## src/rtl/array_insert_delete_engine_assert.svh

```systemverilog
// Assertion macros for the array insert/delete engine.
`ifndef ARRAY_INSERT_DELETE_ENGINE_ASSERT_SVH
`define ARRAY_INSERT_DELETE_ENGINE_ASSERT_SVH
`ifndef SYNTHESIS
`define AIDE_ASSERT(lbl, prop, msg) \
	lbl: assert property (@(posedge clk) disable iff (!arst_n) prop) else $error(msg);
`define AIDE_ASSERT_ALWAYS(lbl, prop, msg) \
	lbl: assert property (@(posedge clk) prop) else $error(msg);
`else
`define AIDE_ASSERT(lbl, prop, msg)
`define AIDE_ASSERT_ALWAYS(lbl, prop, msg)
`endif
`endif

```

## src/rtl/aide_pkg.sv

```systemverilog
// Types and constants shared by the array insert/delete engine.
package aide_pkg;

	localparam int DEPTH_DEF     = 64;
	localparam int WORD_BITS_DEF = 32;
	localparam int LEN_W         = 7;
	localparam int FIELD_W       = 32;

	typedef enum logic [3:0] {
		OP_APPEND           = 4'd0,
		OP_PREPEND          = 4'd1,
		OP_INSERT_AT        = 4'd2,
		OP_DROP_END         = 4'd3,
		OP_DROP_FRONT       = 4'd4,
		OP_DELETE_AT        = 4'd5,
		OP_INSERT_AFTER_KEY = 4'd6,
		OP_DELETE_KEY       = 4'd7,
		OP_READ_AT          = 4'd8
	} aide_op_t;

	typedef enum logic [1:0] {
		STS_DONE   = 2'd0,
		STS_REJECT = 2'd1,
		STS_FULL   = 2'd2
	} aide_status_t;

	typedef enum logic [2:0] {
		S_IDLE,
		S_SEARCH,
		S_COPY,
		S_PLACE,
		S_READ
	} aide_state_t;

	typedef struct packed {
		logic [3:0]                operation;
		logic [5:0]                position;
		logic [6:0]                amount;
		logic signed [FIELD_W-1:0] value;
		logic signed [FIELD_W-1:0] key;
	} aide_in_t;

	typedef struct packed {
		logic [1:0]                status;
		logic [LEN_W-1:0]          length;
		logic signed [FIELD_W-1:0] read_word;
	} aide_out_t;

endpackage

```

## src/rtl/aide_ram.sv

```systemverilog
// Element store: one write port, one read port with registered read data.
module aide_ram #(
	parameter int DEPTH     = aide_pkg::DEPTH_DEF,
	parameter int WORD_BITS = aide_pkg::WORD_BITS_DEF
) (
	input  logic                         clk,
	input  logic                         we,
	input  logic [$clog2(DEPTH)-1:0]     waddr,
	input  logic [WORD_BITS-1:0]         wdata,
	input  logic [$clog2(DEPTH)-1:0]     raddr,
	output logic [WORD_BITS-1:0]         rdata
);

	logic [WORD_BITS-1:0] mem [DEPTH];

	always_ff @(posedge clk) begin
		if (we) begin
			mem[waddr] <= wdata;
		end
	end

	always_ff @(posedge clk) begin
		rdata <= mem[raddr];
	end

endmodule

```

## src/rtl/array_insert_delete_engine.sv

```systemverilog
// Array insert/delete engine top level: sequencer around one element RAM.
//
//  channel | signals            | handshake
//  --------+--------------------+------------------------------------------
//  command | start, busy, cmd   | beat taken on a clock edge with start & !busy
//  result  | done, result       | one beat per command, done high one cycle
//
// Timing: drop_end and commands refused on their arguments at the beat answer
// the cycle after it; read_at waits for the registered RAM read; shifting
// commands, append among them, run a copy pass over the moved elements; insert_after_key
// adds a key scan over the stored elements before that, and a miss ends there.
// One element moves per cycle over the RAM port pair. Reset clears the length;
// the store needs no clearing. The result side cannot stall.
`include "array_insert_delete_engine_assert.svh"

module array_insert_delete_engine #(
	parameter int DEPTH     = aide_pkg::DEPTH_DEF,
	parameter int WORD_BITS = aide_pkg::WORD_BITS_DEF
) (
	input  logic                clk,
	input  logic                arst_n,
	input  logic                start,
	output logic                busy,
	input  aide_pkg::aide_in_t  cmd,
	output logic                done,
	output aide_pkg::aide_out_t result
);

	localparam int AW   = $clog2(DEPTH);
	localparam int CW   = $clog2(DEPTH + 1);
	localparam int CMPW = (CW > 7) ? CW : 7;
	localparam int EXW  = (WORD_BITS > aide_pkg::FIELD_W) ? WORD_BITS : aide_pkg::FIELD_W;

	aide_pkg::aide_state_t  state_q, state_d;
	aide_pkg::aide_status_t status_q, status_d;

	logic [CW-1:0]        count_q, count_d;
	logic                 done_q, done_d;
	logic [AW-1:0]        rd_ptr_q, rd_ptr_d;
	logic [CW-1:0]        wr_ptr_q, wr_ptr_d;
	logic [CW-1:0]        rem_q, rem_d;
	logic                 pend_q, pend_d;
	logic [AW-1:0]        at_q, at_d;
	logic [CW-1:0]        new_cnt_q, new_cnt_d;
	logic                 up_q, up_d;
	logic                 compact_q, compact_d;
	logic                 place_q, place_d;
	logic [WORD_BITS-1:0] val_q, val_d;
	logic [WORD_BITS-1:0] key_q, key_d;
	logic [aide_pkg::FIELD_W-1:0] rword_q, rword_d;

	// RAM port
	logic                 we;
	logic [AW-1:0]        waddr;
	logic [WORD_BITS-1:0] wdata;
	logic [AW-1:0]        raddr;
	logic [WORD_BITS-1:0] rdata;

	// setup of the shift-up (insert) and shift-down (remove) passes
	logic                 ins_go;
	logic [CW-1:0]        ins_at;
	logic                 cp_go;
	logic [CW-1:0]        cp_rd;
	logic [CW-1:0]        cp_wr;
	logic [CW-1:0]        cp_n;
	logic [CW-1:0]        cp_new;
	logic                 cp_compact;

	logic [CMPW-1:0]      cnt_x, pos_x, amt_x;
	logic [CW-1:0]        cnt_m1;
	logic                 full;
	logic [EXW-1:0]       val_ext, key_ext, rd_ext;

	assign cnt_x   = CMPW'(count_q);
	assign pos_x   = CMPW'(cmd.position);
	assign amt_x   = CMPW'(cmd.amount);
	assign cnt_m1  = count_q - CW'(1);
	assign full    = (count_q == CW'(DEPTH));
	assign val_ext = EXW'(cmd.value);
	assign key_ext = EXW'(cmd.key);
	assign rd_ext  = EXW'(signed'(rdata));

	aide_ram #(
		.DEPTH     (DEPTH),
		.WORD_BITS (WORD_BITS)
	) u_ram (
		.clk   (clk),
		.we    (we),
		.waddr (waddr),
		.wdata (wdata),
		.raddr (raddr),
		.rdata (rdata)
	);

	always_comb begin
		state_d    = state_q;
		status_d   = status_q;
		count_d    = count_q;
		done_d     = 1'b0;
		rd_ptr_d   = rd_ptr_q;
		wr_ptr_d   = wr_ptr_q;
		rem_d      = rem_q;
		pend_d     = pend_q;
		at_d       = at_q;
		new_cnt_d  = new_cnt_q;
		up_d       = up_q;
		compact_d  = compact_q;
		place_d    = place_q;
		val_d      = val_q;
		key_d      = key_q;
		rword_d    = rword_q;
		we         = 1'b0;
		waddr      = wr_ptr_q[AW-1:0];
		wdata      = rdata;
		raddr      = rd_ptr_q;
		ins_go     = 1'b0;
		ins_at     = '0;
		cp_go      = 1'b0;
		cp_rd      = '0;
		cp_wr      = '0;
		cp_n       = '0;
		cp_new     = '0;
		cp_compact = 1'b0;

		case (state_q)
			aide_pkg::S_IDLE: begin
				if (start) begin
					val_d   = val_ext[WORD_BITS-1:0];
					key_d   = key_ext[WORD_BITS-1:0];
					rword_d = '0;
					case (aide_pkg::aide_op_t'(cmd.operation))
						aide_pkg::OP_APPEND: begin
							if (full) begin
								status_d = aide_pkg::STS_FULL;
								done_d   = 1'b1;
							end else begin
								ins_go = 1'b1;
								ins_at = count_q;
							end
						end
						aide_pkg::OP_PREPEND: begin
							if (full) begin
								status_d = aide_pkg::STS_FULL;
								done_d   = 1'b1;
							end else begin
								ins_go = 1'b1;
								ins_at = '0;
							end
						end
						aide_pkg::OP_INSERT_AT: begin
							if (pos_x >= cnt_x) begin
								status_d = aide_pkg::STS_REJECT;
								done_d   = 1'b1;
							end else if (full) begin
								status_d = aide_pkg::STS_FULL;
								done_d   = 1'b1;
							end else begin
								ins_go = 1'b1;
								ins_at = CW'(cmd.position);
							end
						end
						aide_pkg::OP_DROP_END: begin
							done_d = 1'b1;
							if (amt_x > cnt_x) begin
								status_d = aide_pkg::STS_REJECT;
							end else begin
								status_d = aide_pkg::STS_DONE;
								count_d  = CW'(cnt_x - amt_x);
							end
						end
						aide_pkg::OP_DROP_FRONT: begin
							if (amt_x > cnt_x) begin
								status_d = aide_pkg::STS_REJECT;
								done_d   = 1'b1;
							end else begin
								cp_go  = 1'b1;
								cp_rd  = CW'(amt_x);
								cp_wr  = '0;
								cp_n   = CW'(cnt_x - amt_x);
								cp_new = CW'(cnt_x - amt_x);
							end
						end
						aide_pkg::OP_DELETE_AT: begin
							if (pos_x >= cnt_x) begin
								status_d = aide_pkg::STS_REJECT;
								done_d   = 1'b1;
							end else begin
								cp_go  = 1'b1;
								cp_rd  = CW'(pos_x + CMPW'(1));
								cp_wr  = CW'(pos_x);
								cp_n   = CW'(cnt_x - pos_x - CMPW'(1));
								cp_new = cnt_m1;
							end
						end
						aide_pkg::OP_INSERT_AFTER_KEY: begin
							rd_ptr_d = '0;
							wr_ptr_d = '0;
							rem_d    = count_q;
							pend_d   = 1'b0;
							state_d  = aide_pkg::S_SEARCH;
						end
						aide_pkg::OP_DELETE_KEY: begin
							cp_go      = 1'b1;
							cp_compact = 1'b1;
							cp_n       = count_q;
						end
						aide_pkg::OP_READ_AT: begin
							if (pos_x >= cnt_x) begin
								status_d = aide_pkg::STS_REJECT;
								done_d   = 1'b1;
							end else begin
								raddr   = AW'(cmd.position);
								state_d = aide_pkg::S_READ;
							end
						end
						default: begin
							status_d = aide_pkg::STS_REJECT;
							done_d   = 1'b1;
						end
					endcase
				end
			end

			aide_pkg::S_SEARCH: begin
				// wr_ptr_q holds the index of the word now in rdata
				if (pend_q && rdata == key_q) begin
					if (full) begin
						status_d = aide_pkg::STS_FULL;
						done_d   = 1'b1;
						state_d  = aide_pkg::S_IDLE;
					end else begin
						ins_go = 1'b1;
						ins_at = wr_ptr_q + CW'(1);
					end
				end else if (!pend_q && rem_q == '0) begin
					status_d = aide_pkg::STS_REJECT;
					done_d   = 1'b1;
					state_d  = aide_pkg::S_IDLE;
				end else begin
					if (pend_q) begin
						wr_ptr_d = wr_ptr_q + CW'(1);
					end
					if (rem_q != '0) begin
						rd_ptr_d = rd_ptr_q + AW'(1);
						rem_d    = rem_q - CW'(1);
						pend_d   = 1'b1;
					end else begin
						pend_d = 1'b0;
					end
				end
			end

			aide_pkg::S_COPY: begin
				// read leads, and the write trails it through the registered RAM read data
				if (pend_q && (!compact_q || rdata != key_q)) begin
					we       = 1'b1;
					wr_ptr_d = up_q ? (wr_ptr_q - CW'(1)) : (wr_ptr_q + CW'(1));
				end
				if (rem_q != '0) begin
					rd_ptr_d = up_q ? (rd_ptr_q - AW'(1)) : (rd_ptr_q + AW'(1));
					rem_d    = rem_q - CW'(1);
					pend_d   = 1'b1;
				end else begin
					pend_d = 1'b0;
				end
				if (!pend_q && rem_q == '0) begin
					if (place_q) begin
						state_d = aide_pkg::S_PLACE;
					end else begin
						done_d  = 1'b1;
						state_d = aide_pkg::S_IDLE;
						if (compact_q) begin
							if (wr_ptr_q == count_q) begin
								status_d = aide_pkg::STS_REJECT;
							end else begin
								status_d = aide_pkg::STS_DONE;
								count_d  = wr_ptr_q;
							end
						end else begin
							status_d = aide_pkg::STS_DONE;
							count_d  = new_cnt_q;
						end
					end
				end
			end

			aide_pkg::S_PLACE: begin
				we       = 1'b1;
				waddr    = at_q;
				wdata    = val_q;
				count_d  = count_q + CW'(1);
				status_d = aide_pkg::STS_DONE;
				done_d   = 1'b1;
				state_d  = aide_pkg::S_IDLE;
			end

			aide_pkg::S_READ: begin
				rword_d  = rd_ext[aide_pkg::FIELD_W-1:0];
				status_d = aide_pkg::STS_DONE;
				done_d   = 1'b1;
				state_d  = aide_pkg::S_IDLE;
			end

			default: begin
				state_d = aide_pkg::S_IDLE;
			end
		endcase

		if (ins_go) begin
			at_d      = ins_at[AW-1:0];
			rem_d     = count_q - ins_at;
			rd_ptr_d  = cnt_m1[AW-1:0];
			wr_ptr_d  = count_q;
			pend_d    = 1'b0;
			up_d      = 1'b1;
			compact_d = 1'b0;
			place_d   = 1'b1;
			state_d   = aide_pkg::S_COPY;
		end
		if (cp_go) begin
			rd_ptr_d  = cp_rd[AW-1:0];
			wr_ptr_d  = cp_wr;
			rem_d     = cp_n;
			new_cnt_d = cp_new;
			pend_d    = 1'b0;
			up_d      = 1'b0;
			compact_d = cp_compact;
			place_d   = 1'b0;
			state_d   = aide_pkg::S_COPY;
		end
	end

	always_ff @(posedge clk or negedge arst_n) begin
		if (!arst_n) begin
			state_q  <= aide_pkg::S_IDLE;
			status_q <= aide_pkg::STS_DONE;
			count_q  <= '0;
			done_q   <= 1'b0;
			pend_q   <= 1'b0;
		end else begin
			state_q  <= state_d;
			status_q <= status_d;
			count_q  <= count_d;
			done_q   <= done_d;
			pend_q   <= pend_d;
		end
	end

	always_ff @(posedge clk) begin
		rd_ptr_q  <= rd_ptr_d;
		wr_ptr_q  <= wr_ptr_d;
		rem_q     <= rem_d;
		at_q      <= at_d;
		new_cnt_q <= new_cnt_d;
		up_q      <= up_d;
		compact_q <= compact_d;
		place_q   <= place_d;
		val_q     <= val_d;
		key_q     <= key_d;
		rword_q   <= rword_d;
	end

	assign busy             = (state_q != aide_pkg::S_IDLE);
	assign done             = done_q;
	assign result.status    = status_q;
	assign result.length    = aide_pkg::LEN_W'(count_q);
	assign result.read_word = rword_q;

	`AIDE_ASSERT(a_count_bound, count_q <= CW'(DEPTH), "length beyond store depth")
	`AIDE_ASSERT(a_full_only_when_full, (done_q && status_q == aide_pkg::STS_FULL) |-> full, "full status with room left")
	`AIDE_ASSERT(a_accept_progress, (start && !busy) |=> (busy || done), "command beat neither started nor answered")

endmodule
```

## config.mk

```make
export PLATFORM = sky130hd
export DESIGN_NAME = array_insert_delete_engine
export DESIGN_NICKNAME = d
export VERILOG_FILES = /design/src/rtl/aide_pkg.sv /design/src/rtl/aide_ram.sv /design/src/rtl/array_insert_delete_engine.sv
export VERILOG_INCLUDE_DIRS = /design/src /design/src/rtl
export SDC_FILE = /design/constraint.sdc
export NUM_CORES = 2
export LEC_CHECK = 0
export BUFFER_PORTS_ARGS = -buffer_cell sky130_fd_sc_hd__buf_4
export CAP_MARGIN = 20
export CORE_MARGIN = 1
export CORE_UTILIZATION = 50
export CTS_BUF_LIST = sky130_fd_sc_hd__clkbuf_4 sky130_fd_sc_hd__clkbuf_8 sky130_fd_sc_hd__clkbuf_16
export CTS_CLUSTER_DIAMETER = 40
export DETAILED_ROUTE_END_ITERATION = 8
export PLACE_DENSITY = 0.68
export SLEW_MARGIN = 10
export SYNTH_ARGS = -nofsm -noshare
export SYNTH_HDL_FRONTEND = slang
export SYNTH_SLANG_ARGS = --single-unit
```

## constraint.sdc

```tcl
create_clock -name clk -period 8.8 [get_ports clk]
set_input_delay 0.44 -clock clk [delete_from_list [all_inputs] [get_ports clk]]
set_output_delay 0.44 -clock clk [all_outputs]
set_load 0.02 [all_outputs]
```

==> results.toml <==
[drt]
totalWireLength_um = 265300
wl_per_cell_um = 29.76
dr.first_iter.drc_count = 8718
antenna_left = 0
detailedRoute.firstPassIterationCount = 7
drt-vias-per-instance = 6.309
vias = 56239
route.detailed.drc = 0

[min_path]
hold_end = "rd_ptr_q[3]$_DFFE_PP_"
worstHoldPathCells = 3
type_of_the_tightest_min_delay_check = "input port to flop"
timing.hold.worst.start = "cmd[67]"

[sta]
worst_clock_skew_ns = 0.06621
post-route-period-util = 0.6658
finalSetupTns_ns = 0
finalHoldViolCount = 0
finalMaxSlewViolations = 0
max_freq_mhz = 170.7
finalWorstPathRequiredPeriod_ns = 5.859
postLayoutSetupSlackWorst_ns = 2.941
rsz0062_at_grt = "no"
finalSetupViolations = 0
timing.max_slew.rel_slack = 0.1902
worst-slew-pin-transition_ns = 1.209

[floorplan]
io_pins = 127
die-height_um = 422.7
initial_utilization = 0.5029
floorplan.rows = 154
floorplan_die_width_um = 422.7
design.die.area_mm2 = 0.1786
core_area_mm2 = 0.1759

[worst_setup_path]
worstRegToRegCells = 13
crit_required_ns = 9.52
critical_path.reg2reg.startpoint = "cnt_x[1]$_DFFE_PN0P_"
worstReg2RegEnd = "u_ram.rdata[19]$_DFF_P_"
worst-path-max-fanout = 125
flop2flop_setup_slack_ns = 2.94
critPathKind = "flop to flop"
critical_path.endpoint_type = "flop"
startpoint_type_of_the_worst_setup_path = "flop"
timing.critical_path.arrival_ns = 6.58

[cts]
numCtsBuffers = 281
numClockSinks = 2225
post_cts.resized_instances = 0
postCtsSetupBuffers = 0
clk_pin_slew_ns = 0.06
cts-root-to-sink-buffers = 4
clk_latency_ns = 0.91
cts_tree = "done"
clockRootBuffer = "clkbuf_16"
cts.htree.levels = 5

[logic_synthesis]
async_reset_ff_frac = 0.006292
synthFlopType = "edfxtp_1"
synth_largest_area_cell = "edfxtp_1"
number_of_warnings_reported_in_the_yosys_synthesis_log = 0
netlist-cell-type-count = 71
synth_area_per_cell_um2 = 14.53
yosys-top-cells-area = "edfxtp_1, nand2_1, mux2i_1"
sequential_fraction_of_the_synthesis_area = 0.7506
synth-seq-cells = 2225
post_synth_inst_count = 6090
synth_largest_type_area_fraction = 0.7392
synthesis.nets = 6210
synth-edff-count = 2178
synthesis.area_mm2 = 0.08848

[global_routing]
first_global_vias = 53551
track_usage = 0.2913
grt_start_max_net_pins = 151
grt_antenna_before_repair = 22
grt_total_ovfl = 0
first_pass_grt_wire_length_um = 376500

[run]
cap_violations = 0

[layout]
final_net_count = 6495
areaGrowthSynthToFinish_pct = 16.26
post_route_cells_drive_above_1_share = 0.1360

[placed_design]
port-buffer-count = 126
gp_routability_congestion = 0.9610
pre_cts_ws_ns = 3.022
place.detailed.hpwl_um = 144600

[power]
p_leak_nw = 35.83
worst_ir_drop_vdd_mv = 0.3954
power-per-cell-area_mw_per_mm2 = 360.4
power_mw = 37.07

[status]
outcome = "completed"
-- synthesized netlist by cell type, types with 5 or more instances --
cell         n
edfxtp_1  2178
nand2_1   1431
mux2i_1    359
a31oi_1    329
nand3_1    299
a32oi_1    213
clkbuf_1   183
and3_1     149
nor2_1     118
buf_2      117
a21oi_1     49
xor2_1      49
a222oi_1    48
buf_4       47
o21ai_0     43
inv_1       42
mux2_2      36
nand4_1     34
dfxtp_1     33
ha_1        33
buf_1       31
xnor2_1     31
nor3_1      24
a211oi_1    22
and4_1      20
a22oi_1     17
nand2b_1    16
nor2b_1     16
dfrtp_1     14
nor4_1      12
a21o_1       7
o22ai_1      6
and2_1       5
o31ai_1      5
or2_2        5
or3_1        5
-- flip-flops by register name, summed over array words and instances, names as in the netlist, 2 cells and up --
name / cells
u_ram.mem: 2048
key_q: 32
rword_q: 32
u_ram.rdata: 32
val_q: 32
cnt_x: 7
new_cnt_q: 7
rem_q: 7
wr_ptr_q: 7
at_q: 6
rd_ptr_q: 6
state_q: 3
status_q: 2
-- how the worst max path moves through the flow --
| stage | start | to | slack (ns) | depth (start not counted) |
|---|---|---|---|---|
| 5_1_grt | cnt_x[1]$_DFFE_PN0P_ | u_ram.rdata[19]$_DFF_P_ | 2.80 | 13 |
| 4_1_cts | cnt_x[4]$_DFFE_PN0P_ | u_ram.rdata[19]$_DFF_P_ | 3.02 | 13 |
| 3_5_place_dp | cnt_x[4]$_DFFE_PN0P_ | u_ram.rdata[19]$_DFF_P_ | 3.02 | 13 |
| 3_3_place_gp | cnt_x[4]$_DFFE_PN0P_ | u_ram.rdata[12]$_DFF_P_ | 2.80 | 11 |
| 6_report | cnt_x[1]$_DFFE_PN0P_ | u_ram.rdata[19]$_DFF_P_ | 2.94 | 13 |
| 2_1_floorplan | cmd[74] | rem_q[6]$_DFFE_PP_ | 4.73 | 21 |
-- worst max-delay path, cell delays in order (launching register included) --
cell	delay (ns)
dfrtp_1	0.79
inv_1	0.34
ha_1	0.28
a211oi_2	0.32
o2111ai_4	0.36
mux2i_4	0.72
buf_16	0.23
buf_12	0.43
buf_4	0.47
mux2i_1	0.25
a32oi_1	0.08
and3_1	0.21
a31oi_1	0.81
nand4_1	0.17
-- metal layers --
layer | global-route usage | part of all wire | vias up
met1 | 0.3938 | 0.38 | 28224
met3 | 0.06577 | 0.11 | 655
li1 | - | - | 23804
met4 | 0.1425 | 0.052 | 20
met2 | 0.4464 | 0.46 | 3536
met5 | 0 | 0.00059 | -
-- logic make-up after synthesis --
kind of cell	after synthesis	share of synthesized area
compound gates	778	0.06403
xor+xnor	80	0.007919
fa+ha+maj	36	0.005346
buf+inv	425	0.02203
flops	2225	0.7506
mux	395	0.04520
simple gates	2151	0.1048
-- layout by cell type, fill, tap and decap left out, types with 16 or more instances in the layout --
cell type      count
nor2_4            66
clkinv_4          17
a222oi_1          48
and4_1            20
mux2_2            35
nor3_1            24
nor2b_1           16
nor2_1            51
clkbuf_4          37
a22oi_1           17
clkinv_2          21
dfxtp_1           33
nand2b_1          16
nand2_1         1428
nand4_1           34
dlygate4sd3_1     73
a31oi_1          325
and3_1           149
inv_1             42
buf_12            21
ha_1              33
inv_6             22
xor2_1            49
a211oi_1          21
buf_4            289
a32oi_1          213
clkbuf_16        288
o21ai_0           43
clkinv_1          25
xnor2_1           31
nand3_1          299
bufinv_16         28
a21oi_1           48
mux2i_1          357
edfxtp_1        2178
-- report_power, final --
group          switching [mW]  leakage (nW)  internal [mW]  total, mW
clock network            4.39          4.56           7.05       11.4
registers               0.562          20.1           13.9       14.4
logic                    8.29          11.1           2.91       11.2
total                    13.2          35.8           23.8       37.1
-- per-stage QoR --
stage | hold WS [ns] | util | cells | area [µm²]
2_1_floorplan | 0.1444 | - | 6090 | 88480
3_3_place_gp | 0.3183 | 0.5270 | 8351 | 92720
3_5_place_dp | 0.3206 | 0.5274 | 8355 | 92780
4_1_cts | 0.0007285 | 0.5843 | 8903 | 102800
5_1_grt | 0.03715 | 0.5846 | 8908 | 102900
6_report | 0.03775 | 0.5847 | 8914 | 102900
-- cell type report --
type | instances | area, µm²
Antenna cell | 7 | 17.52
Clock buffer | 336 | 7636
Clock inverter | 139 | 1639
Fill cell | 12987 | 73060
Inverter | 43 | 162.7
Multi-Input combinational cell | 3440 | 20720
Sequential cell | 2225 | 66410
Tap cell | 2340 | 2928
Timing Repair Buffer | 384 | 3348
-- repair_timing --
action / in CTS / in global routing
hold endpoints to repair: 85 / 0
hold buffers: 73 / 0
setup endpoints to repair: 0 / 0
(Power assumes the default switching activity.)
